**src/hdl/srpp_pkg.sv**
```systemverilog
`default_nettype none
package srpp_pkg;

  // Size of the receive buffer; longer packets are clamped to it.
  localparam int BUFFER_BYTES = 128;
  // Length of one accelerometer, gyroscope or magnetometer record.
  localparam int RECORD_BYTES = 10;

  localparam logic [7:0]  BUF_LEN      = 8'(BUFFER_BYTES);
  localparam logic [3:0]  REC_LEN      = 4'(RECORD_BYTES);
  localparam logic [7:0]  TIMESTAMP_ID = 8'hFB;
  localparam logic [3:0]  TS_LEFT      = 4'd4;
  localparam logic [14:0] LEN_MIN      = 15'd2;
  localparam logic [7:0]  HEADER_BYTES = 8'd4;

  localparam logic [1:0] KIND_ACCEL = 2'd0;
  localparam logic [1:0] KIND_GYRO  = 2'd1;
  localparam logic [1:0] KIND_MAG   = 2'd2;

  localparam logic [7:0] CFG_ACCEL_ID = 8'd0;
  localparam logic [7:0] CFG_GYRO_ID  = 8'd1;
  localparam logic [7:0] CFG_MAG_ID   = 8'd2;
  localparam logic [7:0] CFG_CHANNEL  = 8'd3;

  typedef struct packed {
    logic [7:0] accel_id;
    logic [7:0] gyro_id;
    logic [7:0] mag_id;
    logic [7:0] channel;
  } srpp_cfg_t;

  typedef struct packed {
    logic        report_valid;
    logic [1:0]  sensor_kind;
    logic [15:0] value_x;
    logic [15:0] value_y;
    logic [15:0] value_z;
    logic        packet_done;
    logic        any_updated;
  } srpp_result_t;

endpackage
`default_nettype wire

```
**src/hdl/srpp_core.sv**
```systemverilog
`default_nettype none
module srpp_core
  import srpp_pkg::*;
(
  input  wire logic         clk_i,
  input  wire logic         rst_ni,
  input  wire logic         accept_i,
  input  wire logic [7:0]   data_byte_i,
  input  wire logic         packet_start_i,
  input  wire srpp_cfg_t    cfg_i,
  output logic              res_valid_o,
  output srpp_result_t      res_o
);

  logic [7:0]  pos_q, pos_d, len_q, len_d, low_q, low_d;
  logic        chm_q, chm_d, stop_q, stop_d, skip_q, skip_d, upd_q, upd_d;
  logic [3:0]  left_q, left_d;
  logic [1:0]  kind_q, kind_d;
  logic [15:0] ax_q [3];
  logic [15:0] ax_d [3];

  logic [7:0]  pos_c, len_c;
  logic        stop_c, skip_c, upd_c;
  logic [3:0]  left_c, kind_k;
  logic [1:0]  kind_c, id_kind;
  logic        id_known, rec_valid, done;
  logic [14:0] len15, len_clamp;

  always_comb begin
    // A start flag reinitializes the packet state before this byte is used.
    pos_c  = packet_start_i ? 8'd0 : pos_q;
    len_c  = packet_start_i ? BUF_LEN : len_q;
    stop_c = packet_start_i ? 1'b0 : stop_q;
    skip_c = packet_start_i ? 1'b0 : skip_q;
    upd_c  = packet_start_i ? 1'b0 : upd_q;
    left_c = packet_start_i ? 4'd0 : left_q;
    kind_c = packet_start_i ? 2'd0 : kind_q;

    pos_d  = pos_c;
    len_d  = len_c;
    low_d  = low_q;
    chm_d  = packet_start_i ? 1'b0 : chm_q;
    stop_d = stop_c;
    skip_d = skip_c;
    upd_d  = upd_c;
    left_d = left_c;
    kind_d = kind_c;
    ax_d   = ax_q;

    rec_valid = 1'b0;
    done      = 1'b0;

    len15 = {data_byte_i[6:0], low_q};
    if (len15 > {7'd0, BUF_LEN}) begin
      len_clamp = {7'd0, BUF_LEN};
    end else if (len15 < LEN_MIN) begin
      len_clamp = LEN_MIN;
    end else begin
      len_clamp = len15;
    end

    // Register priority: accelerometer, then gyroscope, then magnetometer.
    id_known = 1'b1;
    if (data_byte_i == cfg_i.accel_id) begin
      id_kind = KIND_ACCEL;
    end else if (data_byte_i == cfg_i.gyro_id) begin
      id_kind = KIND_GYRO;
    end else if (data_byte_i == cfg_i.mag_id) begin
      id_kind = KIND_MAG;
    end else begin
      id_kind  = KIND_ACCEL;
      id_known = 1'b0;
    end

    kind_k = REC_LEN - left_c;

    if (pos_c < len_c) begin
      case (pos_c)
        8'd0: begin
          low_d = data_byte_i;
        end
        8'd1: begin
          len_d = len_clamp[7:0];
        end
        8'd2: begin
          chm_d = (data_byte_i == cfg_i.channel);
          if (data_byte_i != cfg_i.channel) begin
            stop_d = 1'b1;
          end
        end
        default: begin
          if (pos_c >= HEADER_BYTES && !stop_c) begin
            if (left_c == 4'd0) begin
              if (data_byte_i == TIMESTAMP_ID) begin
                skip_d = 1'b1;
                left_d = TS_LEFT;
              end else if (!id_known ||
                           ({1'b0, pos_c} + {5'd0, REC_LEN}) > {1'b0, len_c}) begin
                stop_d = 1'b1;
              end else begin
                skip_d = 1'b0;
                kind_d = id_kind;
                left_d = REC_LEN - 4'd1;
              end
            end else begin
              if (!skip_c) begin
                case (kind_k)
                  4'd4: ax_d[0][7:0]  = data_byte_i;
                  4'd5: ax_d[0][15:8] = data_byte_i;
                  4'd6: ax_d[1][7:0]  = data_byte_i;
                  4'd7: ax_d[1][15:8] = data_byte_i;
                  4'd8: ax_d[2][7:0]  = data_byte_i;
                  4'd9: ax_d[2][15:8] = data_byte_i;
                  default: ;
                endcase
              end
              left_d = left_c - 4'd1;
              if (left_d == 4'd0 && !skip_c) begin
                upd_d     = 1'b1;
                rec_valid = 1'b1;
              end
            end
          end
        end
      endcase
      pos_d = pos_c + 8'd1;
      done  = ({1'b0, pos_c} + 9'd1) == {1'b0, len_d};
      if (done) begin
        stop_d = 1'b1;
      end
    end
  end

  always_comb begin
    res_valid_o        = accept_i && (rec_valid || done);
    res_o.report_valid = rec_valid;
    res_o.sensor_kind  = rec_valid ? kind_d : 2'd0;
    res_o.value_x      = rec_valid ? ax_d[0] : 16'd0;
    res_o.value_y      = rec_valid ? ax_d[1] : 16'd0;
    res_o.value_z      = rec_valid ? ax_d[2] : 16'd0;
    res_o.packet_done  = done;
    res_o.any_updated  = done && upd_d;
  end

  always_ff @(posedge clk_i or negedge rst_ni) begin
    if (!rst_ni) begin
      pos_q  <= 8'd0;
      len_q  <= 8'd0;
      low_q  <= 8'd0;
      chm_q  <= 1'b0;
      stop_q <= 1'b1;
      skip_q <= 1'b0;
      upd_q  <= 1'b0;
      left_q <= 4'd0;
      kind_q <= 2'd0;
      ax_q   <= '{16'd0, 16'd0, 16'd0};
    end else if (accept_i) begin
      pos_q  <= pos_d;
      len_q  <= len_d;
      low_q  <= low_d;
      chm_q  <= chm_d;
      stop_q <= stop_d;
      skip_q <= skip_d;
      upd_q  <= upd_d;
      left_q <= left_d;
      kind_q <= kind_d;
      ax_q   <= ax_d;
    end
  end

endmodule
`default_nettype wire

```
**src/hdl/srpp_out_buf.sv**
```systemverilog
`default_nettype none
module srpp_out_buf
  import srpp_pkg::*;
(
  input  wire logic         clk_i,
  input  wire logic         rst_ni,
  input  wire logic         push_i,
  input  wire srpp_result_t push_data_i,
  output logic              can_push_o,
  output logic              out_valid_o,
  input  wire logic         out_ready_i,
  output srpp_result_t      out_data_o
);

  logic         out_vld_q, out_vld_d, skid_vld_q, skid_vld_d;
  srpp_result_t out_q, out_d, skid_q, skid_d;
  logic         out_free;

  // The skid stage holds a result that arrives while the output stalls.
  assign can_push_o  = !skid_vld_q;
  assign out_valid_o = out_vld_q;
  assign out_data_o  = out_q;
  assign out_free    = !out_vld_q || out_ready_i;

  always_comb begin
    out_vld_d  = out_vld_q;
    out_d      = out_q;
    skid_vld_d = skid_vld_q;
    skid_d     = skid_q;
    if (out_free) begin
      if (skid_vld_q) begin
        out_vld_d  = 1'b1;
        out_d      = skid_q;
        skid_vld_d = 1'b0;
      end else begin
        out_vld_d = push_i;
        out_d     = push_data_i;
      end
    end else if (push_i) begin
      skid_vld_d = 1'b1;
      skid_d     = push_data_i;
    end
  end

  always_ff @(posedge clk_i or negedge rst_ni) begin
    if (!rst_ni) begin
      out_vld_q  <= 1'b0;
      skid_vld_q <= 1'b0;
    end else begin
      out_vld_q  <= out_vld_d;
      skid_vld_q <= skid_vld_d;
    end
  end

  always_ff @(posedge clk_i) begin
    out_q  <= out_d;
    skid_q <= skid_d;
  end

endmodule
`default_nettype wire

```
**src/hdl/sensor_report_packet_parser_top.sv**
```systemverilog
`default_nettype none
// Sensor report packet parser. Takes one packet byte per item, with a start
// flag on the first byte, and walks the report records that follow the
// four-byte header. One item is accepted every cycle unless input is held
// off. A result (a completed accelerometer, gyroscope or magnetometer record,
// or the packet end) is registered in the output stage. The byte decode sits
// between the packet state registers and a two-deep output stage, so input is
// held off only when that stage is full under output back-pressure.
// Configuration writes set the report ids and the channel; the user must
// make them only while the block is idle; the block does not enforce it.
module sensor_report_packet_parser_top
  import srpp_pkg::*;
(
  input  wire logic        clk_i,
  input  wire logic        rst_ni,
  input  wire logic        cfg_we_i,
  input  wire logic [7:0]  cfg_index_i,
  input  wire logic [7:0]  cfg_data_i,
  input  wire logic        in_valid_i,
  output logic             in_ready_o,
  input  wire logic [7:0]  data_byte_i,
  input  wire logic        packet_start_i,
  output logic             out_valid_o,
  input  wire logic        out_ready_i,
  output logic             report_valid_o,
  output logic [1:0]       sensor_kind_o,
  output logic signed [15:0] value_x_o,
  output logic signed [15:0] value_y_o,
  output logic signed [15:0] value_z_o,
  output logic             packet_done_o,
  output logic             any_updated_o
);

  srpp_cfg_t    cfg_q, cfg_d;
  srpp_result_t res, out_res;
  logic         accept, res_valid;

  always_comb begin
    cfg_d = cfg_q;
    if (cfg_we_i) begin
      case (cfg_index_i)
        CFG_ACCEL_ID: cfg_d.accel_id = cfg_data_i;
        CFG_GYRO_ID:  cfg_d.gyro_id  = cfg_data_i;
        CFG_MAG_ID:   cfg_d.mag_id   = cfg_data_i;
        CFG_CHANNEL:  cfg_d.channel  = cfg_data_i;
        default: ;
      endcase
    end
  end

  always_ff @(posedge clk_i or negedge rst_ni) begin
    if (!rst_ni) begin
      cfg_q.accel_id <= 8'd1;
      cfg_q.gyro_id  <= 8'd2;
      cfg_q.mag_id   <= 8'd3;
      cfg_q.channel  <= 8'd3;
    end else begin
      cfg_q <= cfg_d;
    end
  end

  assign accept = in_valid_i && in_ready_o;

  srpp_core u_core (
    .clk_i          (clk_i),
    .rst_ni         (rst_ni),
    .accept_i       (accept),
    .data_byte_i    (data_byte_i),
    .packet_start_i (packet_start_i),
    .cfg_i          (cfg_q),
    .res_valid_o    (res_valid),
    .res_o          (res)
  );

  srpp_out_buf u_out_buf (
    .clk_i       (clk_i),
    .rst_ni      (rst_ni),
    .push_i      (res_valid),
    .push_data_i (res),
    .can_push_o  (in_ready_o),
    .out_valid_o (out_valid_o),
    .out_ready_i (out_ready_i),
    .out_data_o  (out_res)
  );

  assign report_valid_o = out_res.report_valid;
  assign sensor_kind_o  = out_res.sensor_kind;
  assign value_x_o      = out_res.value_x;
  assign value_y_o      = out_res.value_y;
  assign value_z_o      = out_res.value_z;
  assign packet_done_o  = out_res.packet_done;
  assign any_updated_o  = out_res.any_updated;

endmodule
`default_nettype wire

```
**config.mk**
```make
export PLATFORM = sky130hd
export DESIGN_NAME = sensor_report_packet_parser_top
export DESIGN_NICKNAME = d
export VERILOG_FILES = /design/src/hdl/srpp_pkg.sv /design/src/hdl/srpp_core.sv /design/src/hdl/srpp_out_buf.sv /design/src/hdl/sensor_report_packet_parser_top.sv
export SDC_FILE = /design/constraint.sdc
export NUM_CORES = 1
export LEC_CHECK = 0
export BUFFER_PORTS_ARGS = -buffer_cell sky130_fd_sc_hd__buf_2
export CELL_PAD_IN_SITES_DETAIL_PLACEMENT = 0
export CELL_PAD_IN_SITES_GLOBAL_PLACEMENT = 2
export CORE_UTILIZATION = 37
export CTS_CLUSTER_SIZE = 40
export DETAILED_ROUTE_END_ITERATION = 12
export PLACE_DENSITY_LB_ADDON = 0.2
export SLEW_MARGIN = 20
export SYNTH_ARGS = -nofsm -noshare
export SYNTH_HDL_FRONTEND = slang
export SYNTH_HIERARCHICAL = 1
export SYNTH_SLANG_ARGS = --single-unit
```
**constraint.sdc**
```tcl
create_clock -name clk_i -period 6 [get_ports clk_i]
set_input_delay 1.8 -clock clk_i [delete_from_list [all_inputs] [get_ports clk_i]]
set_output_delay 1.8 -clock clk_i [all_outputs]
set_load 0.005 [all_outputs]
```
* After elaboration in Yosys (flattened, before gate mapping)
Cells that the tools add are included.
Operators by class: reductions and logical operators 26, equal/unequal tests 17, multiplexer cells 75, bitwise operators 1, add/subtract/negate cells 5, order comparisons 5
Operator list (count):
- $mux 48 | 5
- $mux 8 | 14
- $mux 53 | 1
- $mux 16 | 3
- $mux 1 | 33
- $mux 4 | 7
- $eq 8x2->1 const B | 3
- $eq 8x8->1 | 3
- $mux 2 | 11
- $eq 4x3->1 const B | 4
- $eq 8x1->1 const B | 2
- $logic_not 8->1 | 2
- $gt 15x8->1 const B | 1
- $lt 15x2->1 const B | 1
- $reduce_and 2->1 | 5
- $add 8x1->9 const B | 1
- $add 8x4->9 const B | 1
- $eq 9x8->1 | 1
- $gt 9x8->1 | 1
- $add 8x1->8 const B | 1
- $eq 4x4->1 const B | 2
- $eq 8x8->1 const B | 1
- $ge 8x3->1 const B | 1
- $logic_not 4->1 | 2
- other kinds (13) | 23
Storage, ports and cells: bits of input ports 30, logic and storage cells 160, flip-flop bits (word level) 221, output and inout port bits 55

* Depth between registers and ports, before layout
depth after elaboration 14, gate-level depth with buffers 20, gate-level depth less buffers 15

* Cells and area by module
Netlist, hierarchy kept.
By module, submodules not included:
- srpp_core | sequential area each 2028.2 um^2, cells an instance 615, area each 5944.5 um^2, times used 1
- srpp_out_buf | sequential area each 3233.1 um^2, cells an instance 174, area each 4150.2 um^2, times used 1
- sensor_report_packet_parser_top | sequential area each 808.3 um^2, cells an instance 74, area each 1270.0 um^2, times used 1

* Worst setup path after synthesis
No wires, ideal clock.
kind in2reg, start input port packet_start_i, end register u_out_buf/skid_q[0] in the netlist's numbering (enable), buffers on the path 7, cell stages on the path 19, library setup time 0.464 ns, arrival 7.272 ns, slack -1.735 ns, path through buf_2 > buf_2 > buf_2 > buf_2 > clkbuf_1 > nand2b_1 > inv_1 > ha_1 > nor2b_1 > o31ai_1 > a21o_1 > a21o_1 > buf_2 > nand2_1 > or3_1 > clkbuf_1 > a21oi_1 > inv_1 > nor2_1
Between the ends: cells in the longest elaborated chain, start to end 12
RTL lines:
- start: declaration | line sensor_report_packet_parser_top.sv:22 | input wire logic packet_start_i,
- $mux 4 | line srpp_core.sv:36 | left_c = packet_start_i ? 4'd0 : left_q;
- $sub 4x1->4 | line srpp_core.sv:117 | left_d = left_c - 4'd1;
- $logic_not 4->1 | line srpp_core.sv:118 | if (left_d == 4'd0 && !skip_c) begin
- $logic_and 1x1->1 | line srpp_core.sv:118
- $mux 1 | line srpp_core.sv:118
- $mux 1 | line srpp_core.sv:93 | if (left_c == 4'd0) begin
- $mux 1 | line srpp_core.sv:92 | if (pos_c >= HEADER_BYTES && !stop_c) begin
- $mux 1 | line srpp_core.sv:78 | case (pos_c)
- $mux 1 | line srpp_core.sv:77 | if (pos_c < len_c) begin
- $logic_or 1x1->1 * | line srpp_core.sv:135 | res_valid_o = accept_i && (rec_valid || done);
- $logic_and 1x1->1 * | line srpp_core.sv:135
- via res_valid | line sensor_report_packet_parser_top.sv:36 | logic accept, res_valid;
- $reduce_and 2->1 (no source line) *
- end signal: assignment | line srpp_out_buf.sv:57 | skid_q <= skid_d;
- end: declaration | line srpp_out_buf.sv:16 | srpp_result_t out_q, out_d, skid_q, skid_d;
Mark *: on every way through the listed nets, which the timed path passes. The rest lies on a longest branch. The select of a mux whose other input is x is not followed. A chain may end at the register's enable or synchronous reset.

==> summary.md <==
| Metric | Value |
|---|---|
| CP Launch Type | input port |
| WP data required | ~6.4 ns |
| Vias | ~6900 |
| Largest net degree at the start of global routing | between 50 and 60 |
| P_sw | 0.882 mW |
| Initial DRC count | 336 |
| ANT cells | 0 |
| Reg2reg start | u_core/pos_q[2] |
| Final Util | ~43% |
| Post-synth top cells | 108 x dfrtp_1, 106 x edfxtp_1, 92 x mux2_2 |
| Cell-internal power | 2.69 mW |
| Fin area | about 13000 µm² |
| Row cnt | 63 |
| Drt via density | roughly 5 |
| Fin nets | about 990 |
| Synthesized area per cell | 13.2 µm² |
| RSZ-0062 raised after global routing | no |
| Tightest Pin Transition | 0.985 ns |
| LEAKAGE | 5.91 nW |
| CTS Buf Count | 26 |
| Cells after Synth | roughly 860 |
| Post-synth top area share | between 20 and 30% |
| Global-route wire length before repair | around 40 mm |
| Critical Path Sink Type | flop |
| Hpwl dp | roughly 17 mm |
| CTS sink cnt | about 220 |
| Library cells used by synthesis | 77 |
| Clock Latency Late Sink | around 0.53 ns |
| Layout cells sized above 1 | between 30% and 40% |
| GRT Total Usage | between 10% and 20% |
| Worst setup path end | u_out_buf/out_data_o[50] |
| Fillers | between 2000 and 3000 |
| GPL Wtd Cong | around 0.78 |
| CTS root buf | clkbuf_16 |
| Vias in the first global route | between 7000 and 8000 |
| H-tree depth | 1 |
| # port buffers | between 80 and 90 |
| Cts hold-fix bufs | 0 |
| Switching share of power | around 25% |
| Max-slew headroom | roughly 34% |
| Min-delay worst type | reg -> reg |
| Post-synth EDFFs | 106 |
| Synthesized cell area | around 11000 µm² |
| Worst hold stages | 2 |
| Top post-synthesis cells by area | edfxtp_1 28%, dfrtp_1 24%, mux2_2 9.1% |
| Combinational power share | between 10% and 20% |
| DRC Markers | 0 |
| Final setup violation count | 0 |
| Minimum clock period | 4.96 ns |
| Gr ovfl total | 0 |
| Final Hold Vio Count | 0 |
| Crit Path Class | in -> reg |
| Max Fclk | 202 MHz |
| Flop2flop setup slack | approximately 2.0 ns |
| Power share of the sequential group | between 40 and 50% |
| Initial antenna violation count | 0 |
| Full die area | 31400 µm² |
| Post-Route Skew | 0.0120 ns |
| Clock Tree Buf Depth | 3 |
| Detailed Route WL | between 20 and 30 mm |
| YS warnings | 6 |
| Ys flop type | dfrtp_1 |
| Reg clk slew, reported paths | around 0.060 ns |
| Async SR Flop Fraction | a little over half |
| Routed length per placed instance | approximately 19 µm |
| R2R Path End | u_out_buf/out_data_o[50] |
| Post CTS Setup Buffer Count | 0 |
| Boundary pin count | 85 |
| Register area share after synthesis | between 50% and 60% |
| Starting Density | between 30% and 40% |
| Post-synth net total | just over 900 |
| Height of the die | around 180 µm |
| Critical path launch point | packet_start_i |
| Core Area | around 30000 µm² |
| Max Slew Vio Count | 0 |
| CP max FO | 14 |
| TritonCTS clock tree | yes |
| VDD IR-drop max | slightly below 200 µV |
| DRT Pass-1 Iters | 4 |
| Cell taking the most area after synthesis | edfxtp_1 |
| Clk pwr share | a little over two fifths |
| Placement Cell Area | about 12000 µm² |
| Layout area overhead | 14.6% |
| Seq cells post-synth | 221 |
| Final worst-path cycle share | about 83% |
| Hold_sp | u_core/kind_q[1] |
| Outcome | completed |
| Remaining antenna violation count | 0 |
| Die X-Extent | 177 µm |
| # Max-Cap Violations | 0 |
| CP Data Arrival Time | approximately 5.4 ns |
| Most common cell in the synthesized netlist | dfrtp_1 |
| Power Dens Cells | ~270 nW/µm² |
| CTS resizes | 0 |
| Reg2Reg Depth | 15 |
[logic make-up after synthesis]
group | after synthesis | share of synthesized area [%]
simple gates | 204 | 10.0
buf+inv | 72 | 3.64
xor+xnor | 49 | 3.78
compound gates | 100 | 6.36
fa+ha+maj | 24 | 2.64
mux | 193 | 20.1
flops | 221 | 53.4
[worst min-delay path by stage]
stage | slack, ns | endpoint
after floorplan | 0.45 | u_core/upd_q
after global placement | 0.47 | u_core/upd_q
after detailed placement | 0.48 | u_core/ax_q[36]
after CTS | 0.49 | u_core/ax_q[36]
after global routing | 0.51 | u_core/ax_q[35]
final | 0.49 | u_core/kind_q[1]
[layer usage]
metal	vias to the layer above	GRT usage [%]	share of wire [%]
li1	3342	-	-
met1	3410	22.6	47
met2	129	27.7	48
met3	35	1.98	3.4
met4	0	3.42	1.8
met5	-	0	0
[power groups by stage]
stage / registers, mW / clock network (mW) / logic, mW
6_report: 1.71 / 1.50 / 0.364
5_1_grt: 1.72 / 1.60 / 0.408
4_1_cts: 1.71 / 1.55 / 0.370
3_5_place_dp: 1.74 / 0 / 0.368
3_3_place_gp: 1.74 / 0 / 0.371
2_1_floorplan: 1.72 / 0 / 0.248
[cells in the final DEF, fill, tap and decap left out, types with 4 or more instances in the layout]
cell / instances
dfrtp_1: 107
edfxtp_1: 106
mux2_2: 92
buf_2: 83
nor2_1: 75
mux2i_1: 52
mux2_4: 48
xor2_1: 28
clkbuf_16: 26
nand2_1: 22
ha_1: 22
xnor2_1: 20
buf_4: 18
o21ai_0: 18
inv_1: 15
nand4_1: 13
nand2b_1: 12
nor3_1: 11
nor4_1: 10
a21oi_1: 9
a21o_1: 9
dfstp_2: 7
nor2b_1: 7
nand3_1: 7
clkinv_1: 6
a22oi_1: 6
clkbuf_1: 5
clkinv_2: 5
o2bb2ai_1: 5
a22o_1: 5
clkbuf_8: 4
nand4b_1: 4
o21a_1: 4
a31oi_1: 4
o21bai_1: 4
and3_1: 4
a211oi_1: 4
or2_1: 4
[flip-flops by register name (all words and copies together) (netlist names)]
name                   cells
cfg_q                     32
u_core/ax_q               48
u_core/kind_q              2
u_core/left_q              4
u_core/len_q               8
u_core/low_q               8
u_core/pos_q               8
u_core/skip_q              1
u_core/stop_q              1
u_core/upd_q               1
u_out_buf/out_data_o      53
u_out_buf/out_valid_o      1
u_out_buf/skid_q          53
u_out_buf/skid_vld_q       1
[per-stage QoR]
stage / setup TNS [ns] / worst slack, ns / power [mW] / hold slack (ns) / std cells
finish: 0 / 1.04 / 3.57 / 0.494 / 1350
global route: 0 / 0.800 / 3.73 / 0.513 / 1350
CTS: 0 / 1.05 / 3.63 / 0.494 / 1350
detailed placement: 0 / 0.511 / 2.11 / 0.481 / 1302
global placement: 0 / 0.636 / 2.11 / 0.472 / 1302
floorplan: -54.78 / -1.03 / 1.97 / 0.451 / 863
[worst max-delay path, stage by stage]
cell and delay, ns:
buf_2 0.25, nand2b_4 0.22, inv_4 0.06, ha_4 0.18, o21ai_0 0.20, xor2_1 0.16
nor2_1 0.06, ha_1 0.26, and3_1 0.20, a221oi_1 0.29, a22oi_1 0.19, a311oi_2 0.29
nand2b_1 0.23, or4b_1 0.55, a21oi_1 0.23, mux2_2 0.18
[final cells by class]
type	count	area, µm²	share of cell area (%)
clock inverters	13	98.8	0.759
flip-flops and latches	221	6070	46.6
inverters	17	66.3	0.509
repair buffers	104	611	4.69
multi-input cells	570	4960	38.1
clock buffers	35	724	5.56
well taps	390	488	3.75
No activity file was read; power rests on OpenSTA's default activity.
